**src/rtl/sdinit_pkg.sv**
```systemverilog
package sdinit_pkg;

	localparam int unsigned RESPONSE_LENGTH = 5;
	localparam int unsigned FRAME_LENGTH = 6;

	localparam logic [7:0] WAKE_COUNT_RESET = 8'd10;
	localparam logic [15:0] POLL_LIMIT_RESET = 16'hFFFF;
	localparam logic [7:0] RETRY_LIMIT_RESET = 8'hFF;

	localparam logic [7:0] CMD_START = 8'h40;
	localparam logic [7:0] CRC_CMD0 = 8'h95;
	localparam logic [7:0] CRC_CMD8 = 8'h87;
	localparam logic [7:0] CRC_OTHER = 8'h01;
	localparam logic [31:0] ARG_CMD8 = 32'h0000_01AA;
	localparam logic [31:0] ARG_ACMD41 = 32'h4000_0000;
	localparam logic [7:0] R1_IDLE = 8'h01;
	localparam logic [7:0] R1_READY = 8'h00;
	localparam logic [7:0] R1_ERROR_MASK = 8'hFE;
	localparam logic [7:0] CHECK_PATTERN = 8'hAA;
	localparam logic [7:0] VOLTAGE_MASK = 8'h20;
	localparam logic [7:0] CCS_MASK = 8'hC0;
	localparam logic [7:0] IDLE_BYTE = 8'hFF;

	localparam logic [7:0] CMD_GO_IDLE = 8'd0;
	localparam logic [7:0] CMD_SEND_IF_COND = 8'd8;
	localparam logic [7:0] CMD_READ_OCR = 8'd58;
	localparam logic [7:0] CMD_APP = 8'd55;
	localparam logic [7:0] CMD_OP_COND = 8'd41;

	localparam logic [2:0] ST_OK = 3'd0;
	localparam logic [2:0] ST_COMM = 3'd1;
	localparam logic [2:0] ST_RESPONSE = 3'd2;
	localparam logic [2:0] ST_VOLTAGE = 3'd3;
	localparam logic [2:0] ST_CHECK = 3'd4;
	localparam logic [2:0] ST_TIMEOUT = 3'd5;

	localparam logic [1:0] CFG_WAKE_COUNT = 2'd0;
	localparam logic [1:0] CFG_POLL_LIMIT = 2'd1;
	localparam logic [1:0] CFG_RETRY_LIMIT = 2'd2;

	typedef enum logic [2:0] {
		PH_IDLE,
		PH_WAKE,
		PH_SEND,
		PH_POLL,
		PH_DATA,
		PH_TRAIL,
		PH_DONE
	} phase_t;

	typedef enum logic [2:0] {
		STEP_CMD0,
		STEP_CMD8,
		STEP_OCR1,
		STEP_APP,
		STEP_OPCOND,
		STEP_OCR2
	} step_t;

	typedef struct packed {
		phase_t phase;
		step_t step;
		logic [2:0] frame_idx;
		logic [15:0] poll_cnt;
		logic [7:0] retry_cnt;
		logic capacity;
		logic [2:0] status;
	} seq_state_t;

	typedef struct packed {
		logic [7:0] wake_count;
		logic [15:0] poll_limit;
		logic [7:0] retry_limit;
	} seq_cfg_t;

	typedef struct packed {
		logic req_type;
		logic [7:0] received_byte;
		logic link_fault;
	} seq_item_t;

	typedef struct packed {
		logic [7:0] transmit_byte;
		logic exchange_wanted;
		logic card_select_level;
		logic finished;
		logic [2:0] status_code;
		logic high_capacity_card;
	} seq_result_t;

	typedef struct packed {
		logic we;
		logic [2:0] addr;
		logic [7:0] data;
	} buf_write_t;

	function automatic logic [7:0] step_cmd(input step_t s);
		case (s)
			STEP_CMD0: step_cmd = CMD_GO_IDLE;
			STEP_CMD8: step_cmd = CMD_SEND_IF_COND;
			STEP_APP: step_cmd = CMD_APP;
			STEP_OPCOND: step_cmd = CMD_OP_COND;
			default: step_cmd = CMD_READ_OCR;
		endcase
	endfunction

	function automatic logic [31:0] step_arg(input step_t s);
		case (s)
			STEP_CMD8: step_arg = ARG_CMD8;
			STEP_OPCOND: step_arg = ARG_ACMD41;
			default: step_arg = 32'd0;
		endcase
	endfunction

	function automatic logic [7:0] frame_byte(input step_t s, input logic [2:0] idx);
		logic [7:0] c;
		logic [31:0] a;
		c = step_cmd(s);
		a = step_arg(s);
		case (idx)
			3'd0: frame_byte = CMD_START | c;
			3'd1: frame_byte = a[31:24];
			3'd2: frame_byte = a[23:16];
			3'd3: frame_byte = a[15:8];
			3'd4: frame_byte = a[7:0];
			default: begin
				if (c == CMD_GO_IDLE)
					frame_byte = CRC_CMD0;
				else if (c == CMD_SEND_IF_COND)
					frame_byte = CRC_CMD8;
				else
					frame_byte = CRC_OTHER;
			end
		endcase
	endfunction

endpackage

```
**src/rtl/sd_card_spi_init_sequencer.sv**
```systemverilog
// channel  handshake            payload
// in       in_valid/in_ready    req_type, received_byte, link_fault
// out      out_valid/out_ready  transmit_byte, exchange_wanted, card_select_level,
//                               finished, status_code, high_capacity_card
// cfg      cfg_valid/cfg_ready  cfg_index, cfg_data (always ready)
//
// from input transaction to result: input register, then a
// combinational state update into the result register
// one transaction per cycle sustained while out_ready stays high
// a stalled result holds the result register; the input register still takes one more item
// reset clears phase and counters; configuration registers return to their defaults
module sd_card_spi_init_sequencer (
	input logic clk,
	input logic arst_n,
	input logic in_valid,
	output logic in_ready,
	input logic req_type,
	input logic [7:0] received_byte,
	input logic link_fault,
	output logic out_valid,
	input logic out_ready,
	output logic [7:0] transmit_byte,
	output logic exchange_wanted,
	output logic card_select_level,
	output logic finished,
	output logic [2:0] status_code,
	output logic high_capacity_card,
	input logic cfg_valid,
	output logic cfg_ready,
	input logic [1:0] cfg_index,
	input logic [15:0] cfg_data
);

	sdinit_pkg::seq_cfg_t cfg_q;
	sdinit_pkg::seq_state_t st_q, st_nx;
	sdinit_pkg::seq_item_t item_s1;
	sdinit_pkg::buf_write_t bw;
	sdinit_pkg::seq_result_t res, res_s2;
	logic [sdinit_pkg::RESPONSE_LENGTH-1:0][7:0] rsp_q;
	logic valid_s1, valid_s2, advance;

	assign cfg_ready = 1'b1;
	assign advance = valid_s1 && (!valid_s2 || out_ready);
	assign in_ready = !valid_s1 || advance;

	always_ff @(posedge clk or negedge arst_n) begin
		if (!arst_n) begin
			cfg_q.wake_count <= sdinit_pkg::WAKE_COUNT_RESET;
			cfg_q.poll_limit <= sdinit_pkg::POLL_LIMIT_RESET;
			cfg_q.retry_limit <= sdinit_pkg::RETRY_LIMIT_RESET;
		end else if (cfg_valid) begin
			case (cfg_index)
				sdinit_pkg::CFG_WAKE_COUNT: cfg_q.wake_count <= cfg_data[7:0];
				sdinit_pkg::CFG_POLL_LIMIT: cfg_q.poll_limit <= cfg_data;
				sdinit_pkg::CFG_RETRY_LIMIT: cfg_q.retry_limit <= cfg_data[7:0];
				default: ;
			endcase
		end
	end

	always_ff @(posedge clk or negedge arst_n) begin
		if (!arst_n) begin
			valid_s1 <= 1'b0;
		end else if (in_ready) begin
			valid_s1 <= in_valid;
		end
	end

	always_ff @(posedge clk) begin
		if (in_ready && in_valid) begin
			item_s1.req_type <= req_type;
			item_s1.received_byte <= received_byte;
			item_s1.link_fault <= link_fault;
		end
	end

	sdinit_step u_step (
		.st(st_q),
		.cfg(cfg_q),
		.item(item_s1),
		.rsp(rsp_q),
		.nx(st_nx),
		.bw(bw),
		.res(res)
	);

	always_ff @(posedge clk or negedge arst_n) begin
		if (!arst_n) begin
			st_q.phase <= sdinit_pkg::PH_IDLE;
			st_q.step <= sdinit_pkg::STEP_CMD0;
			st_q.frame_idx <= 3'd0;
			st_q.poll_cnt <= 16'd0;
			st_q.retry_cnt <= 8'd0;
			st_q.capacity <= 1'b0;
			st_q.status <= sdinit_pkg::ST_OK;
		end else if (advance) begin
			st_q <= st_nx;
		end
	end

	always_ff @(posedge clk) begin
		if (advance && bw.we)
			rsp_q[bw.addr] <= bw.data;
	end

	always_ff @(posedge clk or negedge arst_n) begin
		if (!arst_n) begin
			valid_s2 <= 1'b0;
		end else if (advance) begin
			valid_s2 <= 1'b1;
		end else if (out_ready) begin
			valid_s2 <= 1'b0;
		end
	end

	always_ff @(posedge clk) begin
		if (advance)
			res_s2 <= res;
	end

	assign out_valid = valid_s2;
	assign transmit_byte = res_s2.transmit_byte;
	assign exchange_wanted = res_s2.exchange_wanted;
	assign card_select_level = res_s2.card_select_level;
	assign finished = res_s2.finished;
	assign status_code = res_s2.status_code;
	assign high_capacity_card = res_s2.high_capacity_card;

endmodule

```
**src/rtl/sdinit_step.sv**
```systemverilog
module sdinit_step (
	input sdinit_pkg::seq_state_t st,
	input sdinit_pkg::seq_cfg_t cfg,
	input sdinit_pkg::seq_item_t item,
	input logic [sdinit_pkg::RESPONSE_LENGTH-1:0][7:0] rsp,
	output sdinit_pkg::seq_state_t nx,
	output sdinit_pkg::buf_write_t bw,
	output sdinit_pkg::seq_result_t res
);

	logic [15:0] poll_inc;
	logic [2:0] idx_inc;
	logic [7:0] retry_inc;
	logic long_rsp;

	assign poll_inc = st.poll_cnt + 16'd1;
	assign idx_inc = st.frame_idx + 3'd1;
	assign retry_inc = st.retry_cnt + 8'd1;
	assign long_rsp = (st.step == sdinit_pkg::STEP_CMD8) || (st.step == sdinit_pkg::STEP_OCR1)
		|| (st.step == sdinit_pkg::STEP_OCR2);

	always_comb begin
		nx = st;
		bw.we = 1'b0;
		bw.addr = st.frame_idx;
		bw.data = item.received_byte;
		if (!item.req_type) begin
			nx.frame_idx = 3'd0;
			nx.poll_cnt = 16'd0;
			nx.retry_cnt = 8'd0;
			nx.capacity = 1'b0;
			nx.status = sdinit_pkg::ST_OK;
			nx.step = sdinit_pkg::STEP_CMD0;
			nx.phase = sdinit_pkg::PH_WAKE;
		end else if (st.phase != sdinit_pkg::PH_IDLE && st.phase != sdinit_pkg::PH_DONE) begin
			if (item.link_fault) begin
				nx.phase = sdinit_pkg::PH_DONE;
				nx.status = sdinit_pkg::ST_COMM;
			end else begin
				case (st.phase)
					sdinit_pkg::PH_WAKE: begin
						nx.poll_cnt = poll_inc;
						if (poll_inc >= {8'd0, cfg.wake_count}) begin
							nx.step = sdinit_pkg::STEP_CMD0;
							nx.frame_idx = 3'd0;
							nx.phase = sdinit_pkg::PH_SEND;
						end
					end
					sdinit_pkg::PH_SEND: begin
						nx.frame_idx = idx_inc;
						if (idx_inc >= 3'(sdinit_pkg::FRAME_LENGTH)) begin
							nx.phase = sdinit_pkg::PH_POLL;
							nx.poll_cnt = 16'd0;
						end
					end
					sdinit_pkg::PH_POLL: begin
						nx.poll_cnt = poll_inc;
						if (item.received_byte == sdinit_pkg::IDLE_BYTE) begin
							if (poll_inc >= cfg.poll_limit || poll_inc == 16'd0) begin
								nx.phase = sdinit_pkg::PH_DONE;
								nx.status = sdinit_pkg::ST_COMM;
							end
						end else begin
							bw.we = 1'b1;
							bw.addr = 3'd0;
							if ((item.received_byte & sdinit_pkg::R1_ERROR_MASK) != 8'd0) begin
								nx.phase = sdinit_pkg::PH_DONE;
								nx.status = (st.step == sdinit_pkg::STEP_APP
									|| st.step == sdinit_pkg::STEP_OPCOND)
									? sdinit_pkg::ST_RESPONSE : sdinit_pkg::ST_COMM;
							end else if (long_rsp) begin
								nx.frame_idx = 3'd1;
								nx.phase = sdinit_pkg::PH_DATA;
							end else begin
								nx.phase = sdinit_pkg::PH_TRAIL;
							end
						end
					end
					sdinit_pkg::PH_DATA: begin
						bw.we = (st.frame_idx < 3'(sdinit_pkg::RESPONSE_LENGTH));
						nx.frame_idx = idx_inc;
						if (idx_inc >= 3'(sdinit_pkg::RESPONSE_LENGTH))
							nx.phase = sdinit_pkg::PH_TRAIL;
					end
					sdinit_pkg::PH_TRAIL: begin
						nx.frame_idx = 3'd0;
						nx.phase = sdinit_pkg::PH_SEND;
						case (st.step)
							sdinit_pkg::STEP_CMD0: begin
								if (rsp[0] != sdinit_pkg::R1_IDLE) begin
									nx.phase = sdinit_pkg::PH_DONE;
									nx.status = sdinit_pkg::ST_RESPONSE;
								end else
									nx.step = sdinit_pkg::STEP_CMD8;
							end
							sdinit_pkg::STEP_CMD8: begin
								nx.phase = sdinit_pkg::PH_DONE;
								if (rsp[0] != sdinit_pkg::R1_IDLE)
									nx.status = sdinit_pkg::ST_RESPONSE;
								else if (rsp[3] != sdinit_pkg::R1_IDLE)
									nx.status = sdinit_pkg::ST_VOLTAGE;
								else if (rsp[4] != sdinit_pkg::CHECK_PATTERN)
									nx.status = sdinit_pkg::ST_CHECK;
								else begin
									nx.phase = sdinit_pkg::PH_SEND;
									nx.step = sdinit_pkg::STEP_OCR1;
								end
							end
							sdinit_pkg::STEP_OCR1: begin
								nx.phase = sdinit_pkg::PH_DONE;
								if (rsp[0] != sdinit_pkg::R1_IDLE)
									nx.status = sdinit_pkg::ST_RESPONSE;
								else if ((rsp[2] & sdinit_pkg::VOLTAGE_MASK) == 8'd0)
									nx.status = sdinit_pkg::ST_VOLTAGE;
								else begin
									nx.phase = sdinit_pkg::PH_SEND;
									nx.retry_cnt = 8'd0;
									nx.step = sdinit_pkg::STEP_APP;
								end
							end
							sdinit_pkg::STEP_APP: begin
								if (rsp[0] != sdinit_pkg::R1_IDLE) begin
									nx.phase = sdinit_pkg::PH_DONE;
									nx.status = sdinit_pkg::ST_RESPONSE;
								end else
									nx.step = sdinit_pkg::STEP_OPCOND;
							end
							sdinit_pkg::STEP_OPCOND: begin
								nx.retry_cnt = retry_inc;
								if (rsp[0] == sdinit_pkg::R1_READY)
									nx.step = sdinit_pkg::STEP_OCR2;
								else if (retry_inc >= cfg.retry_limit || retry_inc == 8'd0) begin
									nx.phase = sdinit_pkg::PH_DONE;
									nx.status = sdinit_pkg::ST_TIMEOUT;
								end else
									nx.step = sdinit_pkg::STEP_APP;
							end
							default: begin
								nx.phase = sdinit_pkg::PH_DONE;
								if (rsp[0] != sdinit_pkg::R1_READY)
									nx.status = sdinit_pkg::ST_RESPONSE;
								else begin
									nx.capacity = ((rsp[1] & sdinit_pkg::CCS_MASK)
										== sdinit_pkg::CCS_MASK);
									nx.status = sdinit_pkg::ST_OK;
								end
							end
						endcase
					end
					default: ;
				endcase
			end
		end
	end

	always_comb begin
		res.transmit_byte = 8'd0;
		res.exchange_wanted = 1'b0;
		res.card_select_level = 1'b1;
		res.finished = 1'b0;
		res.status_code = sdinit_pkg::ST_OK;
		res.high_capacity_card = nx.capacity;
		case (nx.phase)
			sdinit_pkg::PH_WAKE: begin
				res.transmit_byte = sdinit_pkg::IDLE_BYTE;
				res.exchange_wanted = 1'b1;
			end
			sdinit_pkg::PH_SEND: begin
				res.transmit_byte = sdinit_pkg::frame_byte(nx.step, nx.frame_idx);
				res.exchange_wanted = 1'b1;
				res.card_select_level = 1'b0;
			end
			sdinit_pkg::PH_POLL, sdinit_pkg::PH_DATA, sdinit_pkg::PH_TRAIL: begin
				res.transmit_byte = sdinit_pkg::IDLE_BYTE;
				res.exchange_wanted = 1'b1;
				res.card_select_level = 1'b0;
			end
			sdinit_pkg::PH_DONE: begin
				res.finished = 1'b1;
				res.status_code = nx.status;
			end
			default: ;
		endcase
	end

endmodule
```
**config.mk**
```make
export PLATFORM = sky130hd
export DESIGN_NAME = sd_card_spi_init_sequencer
export DESIGN_NICKNAME = d
export VERILOG_FILES = /design/src/rtl/sdinit_pkg.sv /design/src/rtl/sd_card_spi_init_sequencer.sv /design/src/rtl/sdinit_step.sv
export SDC_FILE = /design/constraint.sdc
export NUM_CORES = 1
export LEC_CHECK = 0
export BUFFER_PORTS_ARGS = -buffer_cell sky130_fd_sc_hd__buf_4
export CAP_MARGIN = 20
export CORE_ASPECT_RATIO = 0.5
export CORE_MARGIN = 3
export CORE_UTILIZATION = 60
export CTS_CLUSTER_DIAMETER = 80
export CTS_CLUSTER_SIZE = 25
export DETAILED_ROUTE_END_ITERATION = 12
export GPL_TIMING_DRIVEN = 0
export HOLD_SLACK_MARGIN = 0.03
export PLACE_DENSITY = 0.9
export SLEW_MARGIN = 20
export SYNTH_ARGS = -nofsm -noshare
export SYNTH_HDL_FRONTEND = slang
export SYNTH_SLANG_ARGS = --single-unit
```
**constraint.sdc**
```tcl
create_clock -name clk -period 7.39 [get_ports clk]
set_input_delay 1.478 -clock clk [delete_from_list [all_inputs] [get_ports clk]]
set_output_delay 1.478 -clock clk [all_outputs]
set_load 0.01 [all_outputs]
```
==> impl_metrics.env, run 1 <==
export IMPL_drcViolationCount=0
export IMPL_met1_usage_pct=38.8
export IMPL_globalRouteMet2Util_pct=47.3
export IMPL_cts_buffers=17
export IMPL_cts_tree="yes"
export IMPL_fin_crit_sh_pct=61.5
export IMPL_fmax_ghz=0.220
export IMPL_status="complete, no violations"
export IMPL_ctsHoldBuffers=0
export IMPL_postPlaceCellArea_um2=7960
export IMPL_start_util_pct=64.3
export IMPL_path_clk_slew_ns=0.06
export IMPL_syn_nets=812
export IMPL_grt_max_degree=72
export IMPL_ys_seq_area_share_pct=45.6
export IMPL_io_pins=51
export IMPL_wirelength_mm=19.5
export IMPL_cap_violations=0
export IMPL_p_per_area_nw_per_um2=248
export IMPL_dp_hpwl_mm=13.7
export IMPL_dr_pass1_iters=6
export IMPL_gp_congestion=0.967
export IMPL_startpoint_type="register"
export IMPL_cts_setup_buffers=0
export IMPL_worstPathMaxFanout=10
export IMPL_cts_root_buffer="clkbuf_16"
export IMPL_fin_area_um2=8580
export IMPL_seq_area_um2=3370
export IMPL_cpPeakStageDelay_ns=0.53
export IMPL_cts_max_level=4
export IMPL_path_cells="ha_1, nand4_1, nor2_1, nand3_1, nor3_1, xor2_1, ha_1, nor2b_1, o21ai_0, o211ai_1, a211o_2, a211oi_2, and4_1, buf_2, nand2_1, o221ai_1"
export IMPL_crit_required_ns=7.62
export IMPL_hold_viol=0
export IMPL_synth_edff_count=52
export IMPL_antenna_found_initial=0
export IMPL_crit_arrival_ns=4.77
export IMPL_relSlewSlack_pct=38.3
export IMPL_hold_slack_ns=0.523
export IMPL_finalSetupViolCount=0
export IMPL_nFillCells=771
export IMPL_yosysWarnings=0
export IMPL_drt_iter0_drc=779
export IMPL_setup_tns_ns=0
export IMPL_via_per_inst=6.49
export IMPL_drive_gt1_share_pct=21.1
export IMPL_syn_avg_cell_area_um2=9.96
export IMPL_place_ws_ns=3.09
export IMPL_busiest_layer="met2"
export IMPL_cp_common_cell="ha_1"
export IMPL_grt_pass1_wl_mm=31.3
export IMPL_ys_ff_latch=123
export IMPL_area_delta_synth_final_pct=16.1
export IMPL_fin_crit_ns=4.54
export IMPL_use_met3_pct=5.67
export IMPL_num_rows=27
export IMPL_leakagePower_nw=3.60
export IMPL_synth_distinct_cells=82
export IMPL_die_y_um=84.5
export IMPL_cp_slowest_cell="dfrtp_1"
export IMPL_ir_drop_mv=0.142
export IMPL_crit_type="reg2reg"
export IMPL_layout_setup_ws_ns=2.85
export IMPL_clkLatencyLatePin_ns=0.42
export IMPL_grt_pass1_vias=6146
export IMPL_syn_area_um2=7390
export IMPL_ys_flop_type="edfxtp_1"
export IMPL_cts_resized_gates=0
export IMPL_utilization_pct=74.7
export IMPL_hold_class="reg2reg"
export IMPL_die_w_um=163
export IMPL_die_area_um2=13800
export IMPL_rsz0062_at_grt="false"
export IMPL_synthCells=742
export IMPL_crit_path_end_kind="register"
export IMPL_finClkSkew_ns=0.0105
export IMPL_clock_sinks=123
export IMPL_clock_path_buffers=2
export IMPL_coreArea_um2=11500
export IMPL_multiInputGateArea_um2=3690
export IMPL_async_flop_share_pct=57.7
export IMPL_wl_per_cell_um=19.9
export IMPL_vias=6377
export IMPL_port_buffers=49
export IMPL_grt_use_total_pct=28.9
export IMPL_report_final_slew_viol_count=0
export IMPL_worst_slew_pin_slew_ns=0.925
export IMPL_grt_ovfl_total=0
export IMPL_diodes=0
export IMPL_postRouteAntennaNets=0
export IMPL_final_nets=880
[synthesized netlist by cell type, drive strengths merged, types with 6 or more instances]
| master | n | area share [%] |
|---|---|---|
| a21oi | 23 | 1.6 |
| a211oi | 7 | 0.85 |
| nand2b | 18 | 1.5 |
| nor3 | 13 | 0.95 |
| and3 | 11 | 0.93 |
| a2111oi | 6 | 0.71 |
| ha | 37 | 6.3 |
| nor2 | 45 | 2.3 |
| o21a | 8 | 0.81 |
| o2111ai | 6 | 0.71 |
| o211ai | 6 | 0.61 |
| nand3 | 33 | 2.2 |
| buf | 15 | 1.2 |
| a31oi | 7 | 0.59 |
| o31ai | 9 | 0.98 |
| inv | 46 | 2.3 |
| nor4 | 8 | 1.1 |
| mux2 | 28 | 4.3 |
| xor2 | 8 | 1.0 |
| edfxtp | 52 | 21 |
| dfstp | 26 | 9.2 |
| o21ai | 57 | 3.9 |
| and2 | 8 | 0.68 |
| nand2 | 81 | 4.1 |
| o41ai | 7 | 0.83 |
| dfrtp | 45 | 15 |
| nor2b | 7 | 0.59 |
| nand4 | 14 | 1.4 |
| clkbuf | 17 | 0.91 |
| xnor2 | 15 | 1.8 |
[flip-flops by register name, indices dropped and copies added, names as in the netlist]
name,count
st_q,37
cfg_q,32
rsp_q,27
item_s1,10
transmit_byte,8
status_code,3
card_select_level,1
exchange_wanted,1
finished,1
high_capacity_card,1
out_valid,1
valid_s1,1
[per-layer routing]
metal / up-vias / wire length, um
met3: 58 / 1670
met2: 377 / 9260
met5: - / 0
li1: 2881 / -
met4: 0 / 489
met1: 3061 / 8110
[worst max-delay path: cells and delay by family (launching register included)]
kind            cells  cell delay [ns]
simple gates        7             1.45
buf+inv             1             0.17
flops               1             0.53
fa+ha+maj           2             0.64
compound gates      5             1.30
xor+xnor            1             0.24
[placed cells by master, fill, tap and decap left out, types with 8 or more instances in the layout]
cell type,netlist,routed
mux2_2,27,27
and3_1,11,11
clkbuf_1,16,15
ha_1,37,37
nand4_1,12,12
inv_1,46,46
nand3_1,33,33
nand2_1,81,81
xnor2_1,15,15
nor2_1,45,45
buf_4,5,54
dfrtp_1,45,45
buf_2,10,10
nand2b_1,18,18
o21a_1,8,8
o21ai_0,57,57
a21oi_1,22,22
clkbuf_16,0,17
dfstp_2,26,26
and2_1,8,8
o31ai_1,8,8
edfxtp_1,52,52
nor3_1,12,11
[final timing paths]
check,slack [ns],to,start,cells past startpoint
worst min register to register,0.52,cfg_q[27],cfg_q[27],2
worst max register to register,2.85,transmit_byte[3],st_q[12],16
worst min-delay path,0.52,cfg_q[27],cfg_q[27],2
min in group asynchronous,1.21,cfg_q[28],arst_n,1
worst max-delay path,2.85,transmit_byte[3],st_q[12],16
max in group asynchronous,5.60,st_q[8],arst_n,1
[cell families (layout without fill, tap and decap cells)]
kind of cell    Yosys count  after routing  share of synthesized area (%)
buf+inv                  79            160                           4.49
compound gates          183            183                           17.3
fa+ha+maj                37             37                           6.26
xor+xnor                 24             24                           3.13
mux                      28             28                           4.32
other cells               1              1                         0.0507
simple gates            267            267                           18.8
flops                   123            123                           45.6
[area by class of cell]
type	count	share of cell area [%]
multi-input combinational	540	43.1
timing repair buffer	49	4.29
sequential	123	39.3
buffer	32	1.82
clock buffer	17	4.96
tap	159	2.32
inverter	47	2.06
clock inverter	15	2.19
[through the flow]
| stage | total power [mW] | std cells |
|---|---|---|
| 2_1_floorplan | 1.10 | 742 |
| 4_1_cts | 2.12 | 982 |
| 3_5_place_dp | 1.24 | 950 |
| 6_report | 2.12 | 982 |
| 5_1_grt | 2.20 | 982 |
| 3_3_place_gp | 1.23 | 950 |
[report_power, final]
group / switching (mW) / internal [mW]
Sequential: 0.0475 / 0.805
Combinational: 0.236 / 0.157
Clock: 0.341 / 0.537
Total: 0.625 / 1.50
(Power assumes the default switching activity.)
==> run 2: changes to the inputs <==
- clock period: 7.39 -> 4.58 ns (I/O delays scaled with it)
==> run 2 against run 1 <==
Compared with the run above: power is 62% higher; combinational power is 62% higher; clock-buffer cell count stayed put; core utilization is 0.098 points higher; sequential share of layout area hardly changed; final cell count stayed put; register-to-register slack worse by 2.6 ns; routed wire length is 0.47% higher; global-route usage stayed put; critical path type unchanged; largest cell class unchanged.
==> impl_metrics.env, run 2 (synthesized netlist as in run 1, its figures left out) <==
export IMPL_r2r_end="transmit_byte[0]"
export IMPL_postRouteAntennaNets=0
export IMPL_largest_register="st_q"
export IMPL_holdPathEnd="cfg_q[27]"
export IMPL_final_cells=982
export IMPL_die_w_um=163
export IMPL_fmax_ghz=0.232
export IMPL_postPlaceCellArea_um2=7960
export IMPL_grt_max_degree=72
export IMPL_area_delta_synth_final_pct=16.2
export IMPL_worstRegToRegCells=13
export IMPL_drcViolationCount=0
export IMPL_crit_required_ns=4.71
export IMPL_crit_type="reg2reg"
export IMPL_setup_tns_ns=0
export IMPL_cap_violations=0
export IMPL_largest_reg_flops=37
export IMPL_finClkSkew_ns=0.0106
export IMPL_fin_crit_ns=4.31
export IMPL_cts_setup_buffers=0
export IMPL_vias=6391
export IMPL_status="complete, no violations"
export IMPL_fin_area_um2=8590
export IMPL_final_nets=880
export IMPL_clock_path_buffers=2
export IMPL_min_path_cells=2
export IMPL_report_final_slew_viol_count=0
export IMPL_cts_max_level=4
export IMPL_grt_use_total_pct=28.9
export IMPL_port_buffers=49
export IMPL_largestRegisters="st_q x37, cfg_q x32, rsp_q x27"
export IMPL_grt_ovfl_total=0
export IMPL_antenna_found_initial=0
export IMPL_finalSetupViolCount=0
export IMPL_layout_common_cells="nand2_1 (81), o21ai_0 (57), buf_4 (54)"
export IMPL_wirelength_mm=19.6
export IMPL_worst_slew_pin_slew_ns=0.929
export IMPL_hold_slack_ns=0.525
export IMPL_reg2reg_slack_ns=0.27
export IMPL_startpoint_type="register"
export IMPL_die_y_um=84.5
export IMPL_wl_per_cell_um=20.0
export IMPL_p_total_mw=3.43
export IMPL_cts_root_buffer="clkbuf_16"
export IMPL_coreArea_um2=11500
export IMPL_numPlacedInstances=950
export IMPL_io_pins=51
export IMPL_clock_sinks=123
export IMPL_hold_viol=0
export IMPL_drive_gt1_share_pct=21.5
export IMPL_place_ws_ns=0.301
export IMPL_leakagePower_nw=3.59
export IMPL_num_rows=27
export IMPL_grt_pass1_vias=6146
export IMPL_via_per_inst=6.51
export IMPL_die_area_um2=13800
export IMPL_cts_tree="yes"
export IMPL_worstPathMaxFanout=10
export IMPL_dr_pass1_iters=6
export IMPL_path_clk_slew_ns=0.06
export IMPL_gp_congestion=0.967
export IMPL_r2r_start="st_q[4]"
export IMPL_clkLatencyLatePin_ns=0.42
export IMPL_hold_class="reg2reg"
export IMPL_layout_setup_ws_ns=0.268
export IMPL_crit_arrival_ns=4.44
export IMPL_mostFrequentLayoutCell="nand2_1"
export IMPL_diodes=0
export IMPL_nFillCells=768
export IMPL_crit_path_end_kind="register"
export IMPL_dp_hpwl_mm=13.7
export IMPL_relSlewSlack_pct=38.1
export IMPL_worstHoldStart="cfg_q[27]"
export IMPL_drt_iter0_drc=841
export IMPL_start_util_pct=64.3
export IMPL_utilization_pct=74.8
export IMPL_p_per_area_nw_per_um2=400
export IMPL_cts_buffers=17
export IMPL_grt_pass1_wl_mm=31.3
export IMPL_fin_crit_sh_pct=94.1
export IMPL_ir_drop_mv=0.230
[run 2: how the worst max path moves through the flow]
stage | end | startpoint | slack, ns
2_1_floorplan | transmit_byte[4] | st_q[12] | 0.98
3_3_place_gp | transmit_byte[3] | st_q[12] | 0.33
3_5_place_dp | transmit_byte[4] | st_q[12] | 0.30
4_1_cts | transmit_byte[4] | st_q[12] | 0.16
5_1_grt | transmit_byte[4] | st_q[13] | -0.006
6_report | transmit_byte[0] | st_q[4] | 0.27
[run 2: cell type report]
class                      count  area (um^2)  area share (%)
clock buffer                  17          425            4.95
tap                          159          199            2.32
inverter                      47          176            2.05
sequential                   123         3370            39.3
multi-input combinational    540         3700            43.1
timing repair buffer          49          368            4.28
clock inverter                15          188            2.19
buffer                        32          156            1.82
[run 2: report_power, final]
part / total (mW) / internal, mW / switching (mW) / leakage [nW]
clock: 1.42 / 0.867 / 0.555 / 0.297
sequential: 1.38 / 1.30 / 0.0766 / 1.36
combinational: 0.635 / 0.253 / 0.382 / 1.93
total: 3.43 / 2.42 / 1.01 / 3.59
[run 2: critical path, stage by stage, from the launching register on]
cell       delay (ns)
dfrtp_1          0.52
ha_1             0.20
clkbuf_1         0.30
nand3_1          0.19
xnor2_1          0.18
ha_1             0.28
nand3_1          0.07
a211o_1          0.27
o21a_1           0.27
a2111oi_0        0.75
a211oi_2         0.17
or2_2            0.38
mux2_4           0.28
o221ai_1         0.16
[run 2: repair_timing]
item                       CTS  global route
hold buffers                 0             0
setup endpoints to repair    0            12
resized for setup            0             4
[run 2: metal layers]
| metal | vias up | share of wire [%] | global-route usage (%) |
|---|---|---|---|
| met5 | - | 0 | 0 |
| met1 | 3083 | 42 | 38.8 |
| met4 | 0 | 2.9 | 9.98 |
| li1 | 2892 | - | - |
| met2 | 348 | 47 | 47.3 |
| met3 | 68 | 7.9 | 5.67 |
